===== src/hw/rtl/cq_pkg.sv =====
// Shared types, action and status codes for the circular queue.
package cq_pkg;

   localparam int DATA_W        = 32;
   localparam int CQ_DEPTH_DEF  = 8;
   localparam int CMD_Q_DEPTH   = 2;

   // Action codes on the request channel
   localparam logic [1:0] ACT_INSERT  = 2'd0;
   localparam logic [1:0] ACT_DELETE  = 2'd1;
   localparam logic [1:0] ACT_DISPLAY = 2'd2;

   // Status codes on the response channel
   localparam logic [1:0] ST_OK    = 2'd0;
   localparam logic [1:0] ST_FULL  = 2'd1;
   localparam logic [1:0] ST_EMPTY = 2'd2;

   // Command handed from the front end to the back end
   typedef struct packed {
      logic [1:0]               action;
      logic signed [DATA_W-1:0] value;
   } cmd_type;

   // Back end controller states
   typedef enum logic [1:0] {
      S_IDLE = 2'b01,
      S_READ = 2'b10
   } back_state_type;

endpackage


===== src/hw/rtl/cq_front.sv =====
// Front end: accepts request transactions, drops unknown actions, queues commands.
module cq_front import cq_pkg::*; (
   input  logic                     clock,
   input  logic                     reset,
   input  logic                     req_valid,
   output logic                     req_ready,
   input  logic [1:0]               req_action,
   input  logic signed [DATA_W-1:0] req_value,
   output logic                     cmd_valid,
   input  logic                     cmd_ready,
   output cmd_type                  cmd
);

   localparam int QPTR_W = (CMD_Q_DEPTH > 1) ? $clog2(CMD_Q_DEPTH) : 1;
   localparam int QCNT_W = $clog2(CMD_Q_DEPTH + 1);

   cmd_type             q_ff [CMD_Q_DEPTH];
   logic [QPTR_W-1:0]   wr_ptr_ff, wr_ptr_in;
   logic [QPTR_W-1:0]   rd_ptr_ff, rd_ptr_in;
   logic [QCNT_W-1:0]   fill_ff, fill_in;
   logic                known;
   logic                push;
   logic                pop;

   // Classify the action: code three is dropped without a response
   always_comb begin
      unique case (req_action)
         ACT_INSERT, ACT_DELETE, ACT_DISPLAY: known = 1'b1;
         default:                             known = 1'b0;
      endcase
   end

   assign req_ready = (fill_ff != QCNT_W'(CMD_Q_DEPTH));
   assign push      = req_valid && req_ready && known;
   assign cmd_valid = (fill_ff != '0);
   assign pop       = cmd_valid && cmd_ready;
   assign cmd       = q_ff[rd_ptr_ff];

   // Advance pointers with wrap, track fill level
   always_comb begin
      wr_ptr_in = wr_ptr_ff;
      rd_ptr_in = rd_ptr_ff;
      if (push) begin
         wr_ptr_in = (wr_ptr_ff == QPTR_W'(CMD_Q_DEPTH - 1)) ? '0 : wr_ptr_ff + 1'b1;
      end
      if (pop) begin
         rd_ptr_in = (rd_ptr_ff == QPTR_W'(CMD_Q_DEPTH - 1)) ? '0 : rd_ptr_ff + 1'b1;
      end
      fill_in = fill_ff + QCNT_W'(push) - QCNT_W'(pop);
   end

   always_ff @(posedge clock) begin
      if (reset) begin
         wr_ptr_ff <= '0;
         rd_ptr_ff <= '0;
         fill_ff   <= '0;
      end else begin
         wr_ptr_ff <= wr_ptr_in;
         rd_ptr_ff <= rd_ptr_in;
         fill_ff   <= fill_in;
      end
   end

   // Store the queued command
   always_ff @(posedge clock) begin
      if (push) begin
         q_ff[wr_ptr_ff] <= '{action: req_action, value: req_value};
      end
   end

endmodule


===== src/hw/rtl/cq_back.sv =====
// Back end: ring storage, head/tail/count and the response sequencer.
module cq_back import cq_pkg::*; #(
   parameter int DEPTH = CQ_DEPTH_DEF,
   parameter int CNT_W = $clog2(DEPTH + 1)
) (
   input  logic                     clock,
   input  logic                     reset,
   input  logic                     cmd_valid,
   output logic                     cmd_ready,
   input  cmd_type                  cmd,
   output logic                     rsp_valid,
   input  logic                     rsp_ready,
   output logic [1:0]               rsp_status,
   output logic signed [DATA_W-1:0] rsp_data,
   output logic                     rsp_last,
   output logic [CNT_W-1:0]         stat_count
);

   localparam int IDX_W = $clog2(DEPTH);

   function automatic logic [IDX_W-1:0] ring_next(input logic [IDX_W-1:0] idx);
      return (idx == IDX_W'(DEPTH - 1)) ? '0 : idx + 1'b1;
   endfunction

   logic [DATA_W-1:0]        mem [DEPTH];
   logic [DATA_W-1:0]        rd_data_ff;
   back_state_type           state_ff, state_in;
   logic [IDX_W-1:0]         head_ff, head_in;
   logic [IDX_W-1:0]         tail_ff, tail_in;
   logic [CNT_W-1:0]         count_ff, count_in;
   logic [IDX_W-1:0]         rd_idx_ff, rd_idx_in;
   logic [CNT_W-1:0]         rd_left_ff, rd_left_in;
   logic                     rsp_valid_ff, rsp_valid_in;
   logic [1:0]               rsp_status_ff, rsp_status_in;
   logic signed [DATA_W-1:0] rsp_data_ff, rsp_data_in;
   logic                     rsp_last_ff, rsp_last_in;
   logic                     out_free;
   logic                     wr_en;
   logic                     rd_en;
   logic [IDX_W-1:0]         rd_addr;
   logic                     is_full;
   logic                     is_empty;

   assign out_free = !rsp_valid_ff || rsp_ready;
   assign is_full  = (count_ff == CNT_W'(DEPTH));
   assign is_empty = (count_ff == '0);

   // Execute commands and sequence responses
   always_comb begin
      state_in      = state_ff;
      head_in       = head_ff;
      tail_in       = tail_ff;
      count_in      = count_ff;
      rd_idx_in     = rd_idx_ff;
      rd_left_in    = rd_left_ff;
      rsp_valid_in  = rsp_valid_ff && !rsp_ready;
      rsp_status_in = rsp_status_ff;
      rsp_data_in   = rsp_data_ff;
      rsp_last_in   = rsp_last_ff;
      cmd_ready     = 1'b0;
      wr_en         = 1'b0;
      rd_en         = 1'b0;
      rd_addr       = head_ff;

      unique case (state_ff)
         S_IDLE: begin
            cmd_ready = out_free;
            if (cmd_valid && out_free) begin
               case (cmd.action)
                  ACT_INSERT: begin
                     rsp_valid_in = 1'b1;
                     rsp_data_in  = '0;
                     rsp_last_in  = 1'b1;
                     if (is_full) begin
                        rsp_status_in = ST_FULL;
                     end else begin
                        rsp_status_in = ST_OK;
                        wr_en         = 1'b1;
                        tail_in       = ring_next(tail_ff);
                        count_in      = count_ff + 1'b1;
                     end
                  end
                  default: begin
                     // Delete and display both start with a read at the head
                     if (is_empty) begin
                        rsp_valid_in  = 1'b1;
                        rsp_status_in = ST_EMPTY;
                        rsp_data_in   = '0;
                        rsp_last_in   = 1'b1;
                     end else begin
                        rd_en     = 1'b1;
                        state_in  = S_READ;
                        rd_idx_in = ring_next(head_ff);
                        if (cmd.action == ACT_DELETE) begin
                           rd_left_in = CNT_W'(1);
                           head_in    = ring_next(head_ff);
                           count_in   = count_ff - 1'b1;
                        end else begin
                           rd_left_in = count_ff;
                        end
                     end
                  end
               endcase
            end
         end
         S_READ: begin
            rd_addr = rd_idx_ff;
            if (out_free) begin
               rsp_valid_in  = 1'b1;
               rsp_status_in = ST_OK;
               rsp_data_in   = rd_data_ff;
               rsp_last_in   = (rd_left_ff == CNT_W'(1));
               if (rd_left_ff == CNT_W'(1)) begin
                  state_in = S_IDLE;
               end else begin
                  rd_en      = 1'b1;
                  rd_idx_in  = ring_next(rd_idx_ff);
                  rd_left_in = rd_left_ff - 1'b1;
               end
            end
         end
         default: begin
            state_in = S_IDLE;
         end
      endcase
   end

   always_ff @(posedge clock) begin
      if (reset) begin
         state_ff     <= S_IDLE;
         head_ff      <= '0;
         tail_ff      <= '0;
         count_ff     <= '0;
         rd_left_ff   <= '0;
         rsp_valid_ff <= 1'b0;
      end else begin
         state_ff     <= state_in;
         head_ff      <= head_in;
         tail_ff      <= tail_in;
         count_ff     <= count_in;
         rd_left_ff   <= rd_left_in;
         rsp_valid_ff <= rsp_valid_in;
      end
   end

   // Hold payload of the response register and the read cursor
   always_ff @(posedge clock) begin
      rd_idx_ff     <= rd_idx_in;
      rsp_status_ff <= rsp_status_in;
      rsp_data_ff   <= rsp_data_in;
      rsp_last_ff   <= rsp_last_in;
   end

   // Ring storage: one write port, one registered read port
   always_ff @(posedge clock) begin
      if (wr_en) begin
         mem[tail_ff] <= cmd.value;
      end
      if (rd_en) begin
         rd_data_ff <= mem[rd_addr];
      end
   end

   assign rsp_valid  = rsp_valid_ff;
   assign rsp_status = rsp_status_ff;
   assign rsp_data   = rsp_data_ff;
   assign rsp_last   = rsp_last_ff;
   assign stat_count = count_ff;

endmodule


===== src/hw/rtl/circular_queue_top.sv =====
// Top level of the circular queue: front end, command queue and back end.
//
// Request channel (req_valid/req_ready, req_action, req_value) carries one
// action per transaction: insert, delete or display. Action code three is
// accepted and dropped with no response. Response channel (rsp_valid/
// rsp_ready, rsp_status, rsp_data, rsp_last) carries one transaction per
// result; rsp_last marks the final result of a request.
// A two-entry command queue sits behind the request port, so requests are
// taken while a response waits in the output register.
// Insert and full or empty responses pass through the command queue and then
// the response register; delete and display also pass through the single
// registered read port of the ring storage, one entry per read, and the back
// end takes no new command until the last result is in the response register.
// Reset empties the queue (head, tail and count to zero) and drops any
// queued command or pending response; storage contents are not cleared.
// When rsp_ready is low the response register holds and the back end stops;
// the command queue then fills and req_ready falls.
module circular_queue_top import cq_pkg::*; #(
   parameter int DEPTH = CQ_DEPTH_DEF
) (
   input  logic                     clock,
   input  logic                     reset,
   input  logic                     req_valid,
   output logic                     req_ready,
   input  logic [1:0]               req_action,
   input  logic signed [DATA_W-1:0] req_value,
   output logic                     rsp_valid,
   input  logic                     rsp_ready,
   output logic [1:0]               rsp_status,
   output logic signed [DATA_W-1:0] rsp_data,
   output logic                     rsp_last
);

   localparam int CNT_W = $clog2(DEPTH + 1);

   logic             cmd_valid;
   logic             cmd_ready;
   cmd_type          cmd;
   logic [CNT_W-1:0] stat_count;

   cq_front u_front (
      .clock      (clock),
      .reset      (reset),
      .req_valid  (req_valid),
      .req_ready  (req_ready),
      .req_action (req_action),
      .req_value  (req_value),
      .cmd_valid  (cmd_valid),
      .cmd_ready  (cmd_ready),
      .cmd        (cmd)
   );

   cq_back #(
      .DEPTH (DEPTH),
      .CNT_W (CNT_W)
   ) u_back (
      .clock      (clock),
      .reset      (reset),
      .cmd_valid  (cmd_valid),
      .cmd_ready  (cmd_ready),
      .cmd        (cmd),
      .rsp_valid  (rsp_valid),
      .rsp_ready  (rsp_ready),
      .rsp_status (rsp_status),
      .rsp_data   (rsp_data),
      .rsp_last   (rsp_last),
      .stat_count (stat_count)
   );

   // Entry count never exceeds capacity
   a_count_bound: assert property (@(posedge clock) disable iff (reset)
      stat_count <= CNT_W'(DEPTH))
      else $error("entry count above capacity");

   // A full response is only given while the queue holds DEPTH entries
   a_full_match: assert property (@(posedge clock) disable iff (reset)
      rsp_valid && (rsp_status == ST_FULL) |-> stat_count == CNT_W'(DEPTH))
      else $error("full response with queue not full");

   // An empty response is only given while the queue is empty
   a_empty_match: assert property (@(posedge clock) disable iff (reset)
      rsp_valid && (rsp_status == ST_EMPTY) |-> stat_count == '0)
      else $error("empty response with entries held");

   // Error responses are single results with zero data
   a_err_shape: assert property (@(posedge clock) disable iff (reset)
      rsp_valid && (rsp_status != ST_OK) |-> rsp_last && (rsp_data == '0))
      else $error("error response malformed");

endmodule


===== config.mk =====
export PLATFORM = sky130hd
export DESIGN_NAME = circular_queue_top
export DESIGN_NICKNAME = d
export VERILOG_FILES = /design/src/hw/rtl/cq_pkg.sv /design/src/hw/rtl/cq_front.sv /design/src/hw/rtl/cq_back.sv /design/src/hw/rtl/circular_queue_top.sv
export SDC_FILE = /design/constraint.sdc
export NUM_CORES = 1
export LEC_CHECK = 0
export BUFFER_PORTS_ARGS = -buffer_cell sky130_fd_sc_hd__buf_2
export CAP_MARGIN = 20
export CORE_ASPECT_RATIO = 1.25
export CORE_MARGIN = 5
export CORE_UTILIZATION = 64
export CTS_BUF_LIST = sky130_fd_sc_hd__clkbuf_4 sky130_fd_sc_hd__clkbuf_8
export CTS_CLUSTER_SIZE = 12
export DETAILED_ROUTE_END_ITERATION = 16
export GPL_ROUTABILITY_DRIVEN = 0
export HOLD_SLACK_MARGIN = 0.1
export PLACE_DENSITY_LB_ADDON = 0.25
export REMOVE_ABC_BUFFERS = 1
export SYNTH_ARGS = -nofsm -noshare
export SYNTH_HDL_FRONTEND = slang
export SYNTH_SLANG_ARGS = --single-unit

===== constraint.sdc =====
create_clock -name clock -period 5.2 [get_ports clock]
set_clock_uncertainty 0.05 [all_clocks]
set_input_delay 0.52 -clock clock [delete_from_list [all_inputs] [get_ports clock]]
set_output_delay 0.52 -clock clock [all_outputs]
set_load 0.02 [all_outputs]

**Word-level counts from Yosys, hierarchy flattened**

Memories as Yosys holds them, arrays and structs flattened. A register that Yosys moved wholly into a read port is not among the register bits.
Index checks and enable logic that the tools add are counted.
Widths: inputs -> output; s select.

- Flip-flop bits (word level): 59
- RAM bits: 324
- Output and inout port bits: 37
- Memories: 2

Memory list:

| name | depth | bits a word | read ports | clocked after Yosys merged registers in | write ports | RTL line | text |
|---|---|---|---|---|---|---|---|
| u_back.mem | 8 | 32 | 1 | 1 | 1 | cq_back.sv:25 | `logic [DATA_W-1:0] mem [DEPTH];` |
| u_front.q_ff | 2 | 34 | 1 | 1 | 1 | cq_front.sv:17 | `cmd_type q_ff [CMD_Q_DEPTH];` |

- Add/subtract/negate cells: 10
- Eq/ne operators: 20
- Muxes and demuxes: 68
- Bitwise logic cells: 3
- Reductions and logical operators: 21

Operator list:

| kind | number |
|---|---|
| $mux 32 | 4 |
| $pmux 32 s2 | 1 |
| $mux 4 | 10 |
| $mux 1 | 28 |
| $mux 3 | 9 |
| $mux 2 | 9 |
| $reduce_and 5->1 | 3 |
| $ne 2x2->1 const B | 6 |
| $add 3x1->3 const B | 3 |
| $eq 3x3->1 const B | 3 |
| $pmux 2 s2 | 2 |
| $pmux 4 s2 | 1 |
| $reduce_and 4->1 | 2 |
| $sub 4x1->4 const B | 2 |
| $eq 2x1->1 const B | 3 |
| $ne 2x1->1 const B | 3 |
| $pmux 1 s2 | 3 |
| $pmux 3 s2 | 1 |
| $reduce_and 6->1 | 1 |
| $reduce_bool 2->1 | 3 |
| $logic_and 1x1->1 | 5 |
| $add 4x1->4 const B | 1 |
| $eq 2x2->1 const B | 2 |
| $eq 4x1->1 const B | 1 |
| 11 further kinds | 16 |

**Longest topological paths before layout**

- Depth after elaboration: 7
- Gate-level depth with buffers: 11

**Modules after synthesis**

Synthesis repeated with hierarchy kept, for this count alone.

- Cells, all modules: 1175
- Area, all modules: 17221.5 um^2

By module, submodules not included:

| module | instances | cells an instance | area an instance (um^2) | seq. area each (um^2) |
|---|---|---|---|---|
| cq_back | 1 | 1038 | 14500.2 | 10129.7 |
| cq_front | 1 | 137 | 2721.4 | 2142.1 |

**Worst setup path after synthesis**

No wires, ideal clock.

- Kind: register -> register
- Start: memory u_front.q_ff[1][33] in the netlist's numbering
- End: register u_back.rsp_data_ff[0] (netlist: u_back.rsp_data[0]) (enable)
- Arrival time: 3.751 ns
- Data required time: 4.670 ns
- Slack: 0.919 ns
- Stages on the path, launching flop included: 5
- Cell sequence: edfxtp_1 or3b_1 nand2_2 nor2_1 a211oi_1

RTL lines:

| element | RTL line | text |
|---|---|---|
| start, declared | cq_front.sv:17 |  |
| end signal, assigned | cq_back.sv:150 | `rsp_data_ff <= rsp_data_in;` |
| end, declared | cq_back.sv:35 | `logic signed [DATA_W-1:0] rsp_data_ff, rsp_data_in;` |

**Final worst setup path**

- Start: register u_back.state_ff[0]
- End: register u_back.rd_data_ff[20] (read register of u_back.mem), data pin

- Cells in the longest elaborated chain, start to end: 2
- Elaborated cells on any way between the ends: 4
- Those cells by class: eq/ne (2); mux (2)

Ends and longest elaborated chain:

| element | RTL line | text |
|---|---|---|
| start, declared | cq_back.sv:27 | `back_state_type state_ff, state_in;` |
| start signal, assigned | cq_back.sv:137 | `state_ff <= state_in;` |
| $eq 2x2->1 / $eq 2x1->1 (equally long branches) | cq_back.sv:65 | `unique case (state_ff)` |
| $pmux 1 s2 / $mux 3 (equally long branches) | cq_back.sv:65 |  |
| end, declared | cq_back.sv:26 | `logic [DATA_W-1:0] rd_data_ff;` |

Several ways; a longest one is shown, not always the timed one.
A chain may end at the register's enable or synchronous reset.

==> metrics.log <==
INFO  metric run_status = completed
INFO  metric netlist.area_leader.share = 69.0%
INFO  metric antenna_cells = 0
INFO  metric crit_path_max_fanout = 69
INFO  metric synth-edff-count = 394
INFO  metric tritoncts = done
INFO  metric final_period_minus_worst_setup_slack = 3810 ps
INFO  metric layout.cells.most_common_list = edfxtp_1, buf_2, o21ai_0, o21bai_1, clkbuf_8
INFO  metric setup-violations-final = 0
INFO  metric timing.critical_path.from_type = flop
INFO  metric placedCellCount = 1434
INFO  metric layout.core_utilization = 73.0%
INFO  metric wirelength = 35600 um
INFO  metric clk_transition_reported_paths = 60 ps
INFO  metric rr_startpoint = u_back.state_ff[0]
INFO  metric worstSetupPathType = flop to flop
INFO  metric design.portCount = 75
INFO  metric grt_start_max_net_pins = 70
INFO  metric timing.final.hold_violations = 0
INFO  metric die_width = 156 um
INFO  metric first_pass_grt_wire_length = 55400 um
INFO  metric cp_top_family = buffers and inverters
INFO  metric period_share = 73.3%
INFO  metric crit_path_max_incr_delay = 750 ps
INFO  metric post_cts_buffers = 0
INFO  metric worst-endpoint-arrival = 4110 ps
INFO  metric net_total_in_the_final_layout = 1239
INFO  metric crit_chain = inv_1 > ha_4 > clkinv_1 > buf_4 > a21boi_4 > buf_12 > mux4_2 > nand2_1 > o21ai_1
INFO  metric synth_area_leader_cell = edfxtp_1
INFO  metric dpl_worst_slack = 1290 ps
INFO  metric post_synth_instance_area = 17100 sq um
INFO  metric first_global_vias = 10300
INFO  metric maxSlewHeadroom = 31.0%
INFO  metric fp.coreArea = 26700 sq um
INFO  metric drt.antenna.violating_nets = 0
INFO  metric power.leakage = 6.48 nW
INFO  metric track_usage = 23.9%
INFO  metric drt_drc_violations_left = 0
INFO  metric drv.max_cap_violation_count = 0
INFO  metric antenna_found_initial = 0
INFO  metric rrSetupSlack = 1390 ps
INFO  metric postSynthRegisterBits = 416
INFO  metric crit_start = u_back.state_ff[0]
INFO  metric worst-slew-pin-transition = 1040 ps
INFO  metric use_met3 = 3.77%
INFO  metric worstHoldPathType = input pin to flop
INFO  metric area_growth = 13.5%
INFO  metric dpl-instance-area = 17900 sq um
INFO  metric htreeDepth = 2
INFO  metric ys_seq_area_share = 71.6%
INFO  metric dp_hpwl = 19100 um
INFO  metric critPathRequiredTime = 5500 ps
INFO  metric synthDistinctLibCells = 55
INFO  metric post-route-cell-area = 19500 sq um
INFO  metric worst_vdd_ir = 0.000384 V
INFO  metric post_synth_main_area_contributors = edfxtp_1, mux4_2, o21bai_1
INFO  metric total_number_of_vias = 9873
INFO  metric final_cells = 1577
INFO  metric grtUsageMet1 = 29.1%
INFO  metric synthesis.instances = 1063
INFO  metric initial_utilization = 64.3%
INFO  metric clock-sinks = 416
INFO  metric synthArstFlopShare = 0%
INFO  metric crit_path_end_kind = flop
INFO  metric timing.final.ws_setup = 1390 ps
INFO  metric max_clock_freq = 263 MHz
INFO  metric clock_insertion_delay_worst_skew = 620 ps
INFO  metric yosys_warnings = 0
INFO  metric routed_via_density = 6.26
INFO  metric p_per_area = 478 nW/um^2
INFO  metric unrepaired_setup_endpoints_after_global_routing = no
INFO  metric hold_path.startpoint = reset
INFO  metric fp.dieH = 193 um
INFO  metric global_route_met2_usage = 43.5%
INFO  metric global_route.peak_usage_layer = met2
INFO  metric syn_avg_cell_area = 16.1 sq um
INFO  metric drive_gt1_share = 23.1%
INFO  metric report.power.total = 9.30 mW
INFO  metric drt_iter0_drc = 673
INFO  metric floorplan.die_area = 30200 sq um
INFO  metric portBuffers = 74
INFO  metric setup_total_negative_slack = 0 ps
INFO  metric cts_root_buf = clkbuf_8
INFO  metric cp_slowest_cell = a21boi_4
INFO  metric drtPass1Iterations = 5
INFO  metric ys_dominant_reg_cell = edfxtp_1
INFO  metric row_count = 67
INFO  metric mostFrequentLayoutCell = edfxtp_1
INFO  metric routedWlPerCell = 22.6 um
INFO  metric number_of_max_slew_violations_in_the_final_report = 0
INFO  metric clock_path_buffers = 3
INFO  metric hold_ws = 284 ps
INFO  metric grt-ovfl-total = 0
INFO  metric cts_buffers = 59
INFO  metric cp.buffers_inverters = 4
-- sequential cells by signal, summed over array words and instances (netlist names), named ones only --
name and flops:
u_front.fill_ff 2, u_back.stat_count 4, u_front.rd_ptr_ff 1, u_back.state_ff 2
u_back.tail_ff 3, u_back.rsp_valid 1, u_back.rsp_data 32, u_back.rd_data_ff 32
u_back.head_ff 3, u_back.rd_left_ff 4, u_back.rsp_last 1, u_front.q_ff 68
u_back.mem 256, u_front.wr_ptr_ff 1, u_back.rsp_status 2, u_back.rd_idx_ff 3
-- layer usage --
metal	vias to the layer above	wire [um]	share of wire, %
met1	5002	13500	38
met3	67	2080	5.8
met5	-	0	0
met2	350	19200	54
li1	4454	-	-
met4	0	770	2.2
-- synthesized netlist by cell type, drive strengths merged, types with 3 or more instances --
cell type,count
nor2b,5
o211ai,32
mux2,35
o21ai,103
o32ai,32
mux4,32
nand2b,3
buf,28
a21oi,8
ha,14
inv,13
clkbuf,44
nor3,7
nor2,26
nand3,6
and2,34
dfxtp,22
edfxtp,394
nand2,46
o21bai,65
mux2i,41
a211oi,3
xnor2,6
o21a,36
-- final timing paths --
check,endpoint,cells after the start
max reg2reg,u_back.rd_data_ff[20],9
max,u_back.rd_data_ff[20],9
min,u_back.stat_count[2],2
min reg2reg,u_back.rd_left_ff[2],2
-- final cells by class --
cell class                      instances  area (sq um)
Timing Repair Buffer                  135           978
Inverter                               13          48.8
Multi-Input combinational cell        562          4590
Fill cell                            1666          7200
Tap cell                              345           432
Clock buffer                           76           946
Sequential cell                       416         12300
Clock inverter                         30           181
-- kinds of logic after synthesis --
logic type / count (synthesis) / share of synthesized area, %
compound gates: 294 / 11.7
xor+xnor: 8 / 0.409
fa+ha+maj: 14 / 1.02
buf+inv: 85 / 2.23
flops: 416 / 71.6
mux: 108 / 8.92
simple gates: 138 / 4.09
-- power by group --
group / switching (mW) / internal [mW]
combinational: 1.48 / 0.819
clock: 1.16 / 1.28
sequential: 0.177 / 4.37
total: 2.82 / 6.48
-- what timing repair did --
item | CTS | global route
hold buffers | 34 | 0
hold endpoints to repair | 68 | 0
gates resized for setup | 0 | 0
Power figures use the tool's default switching activity.
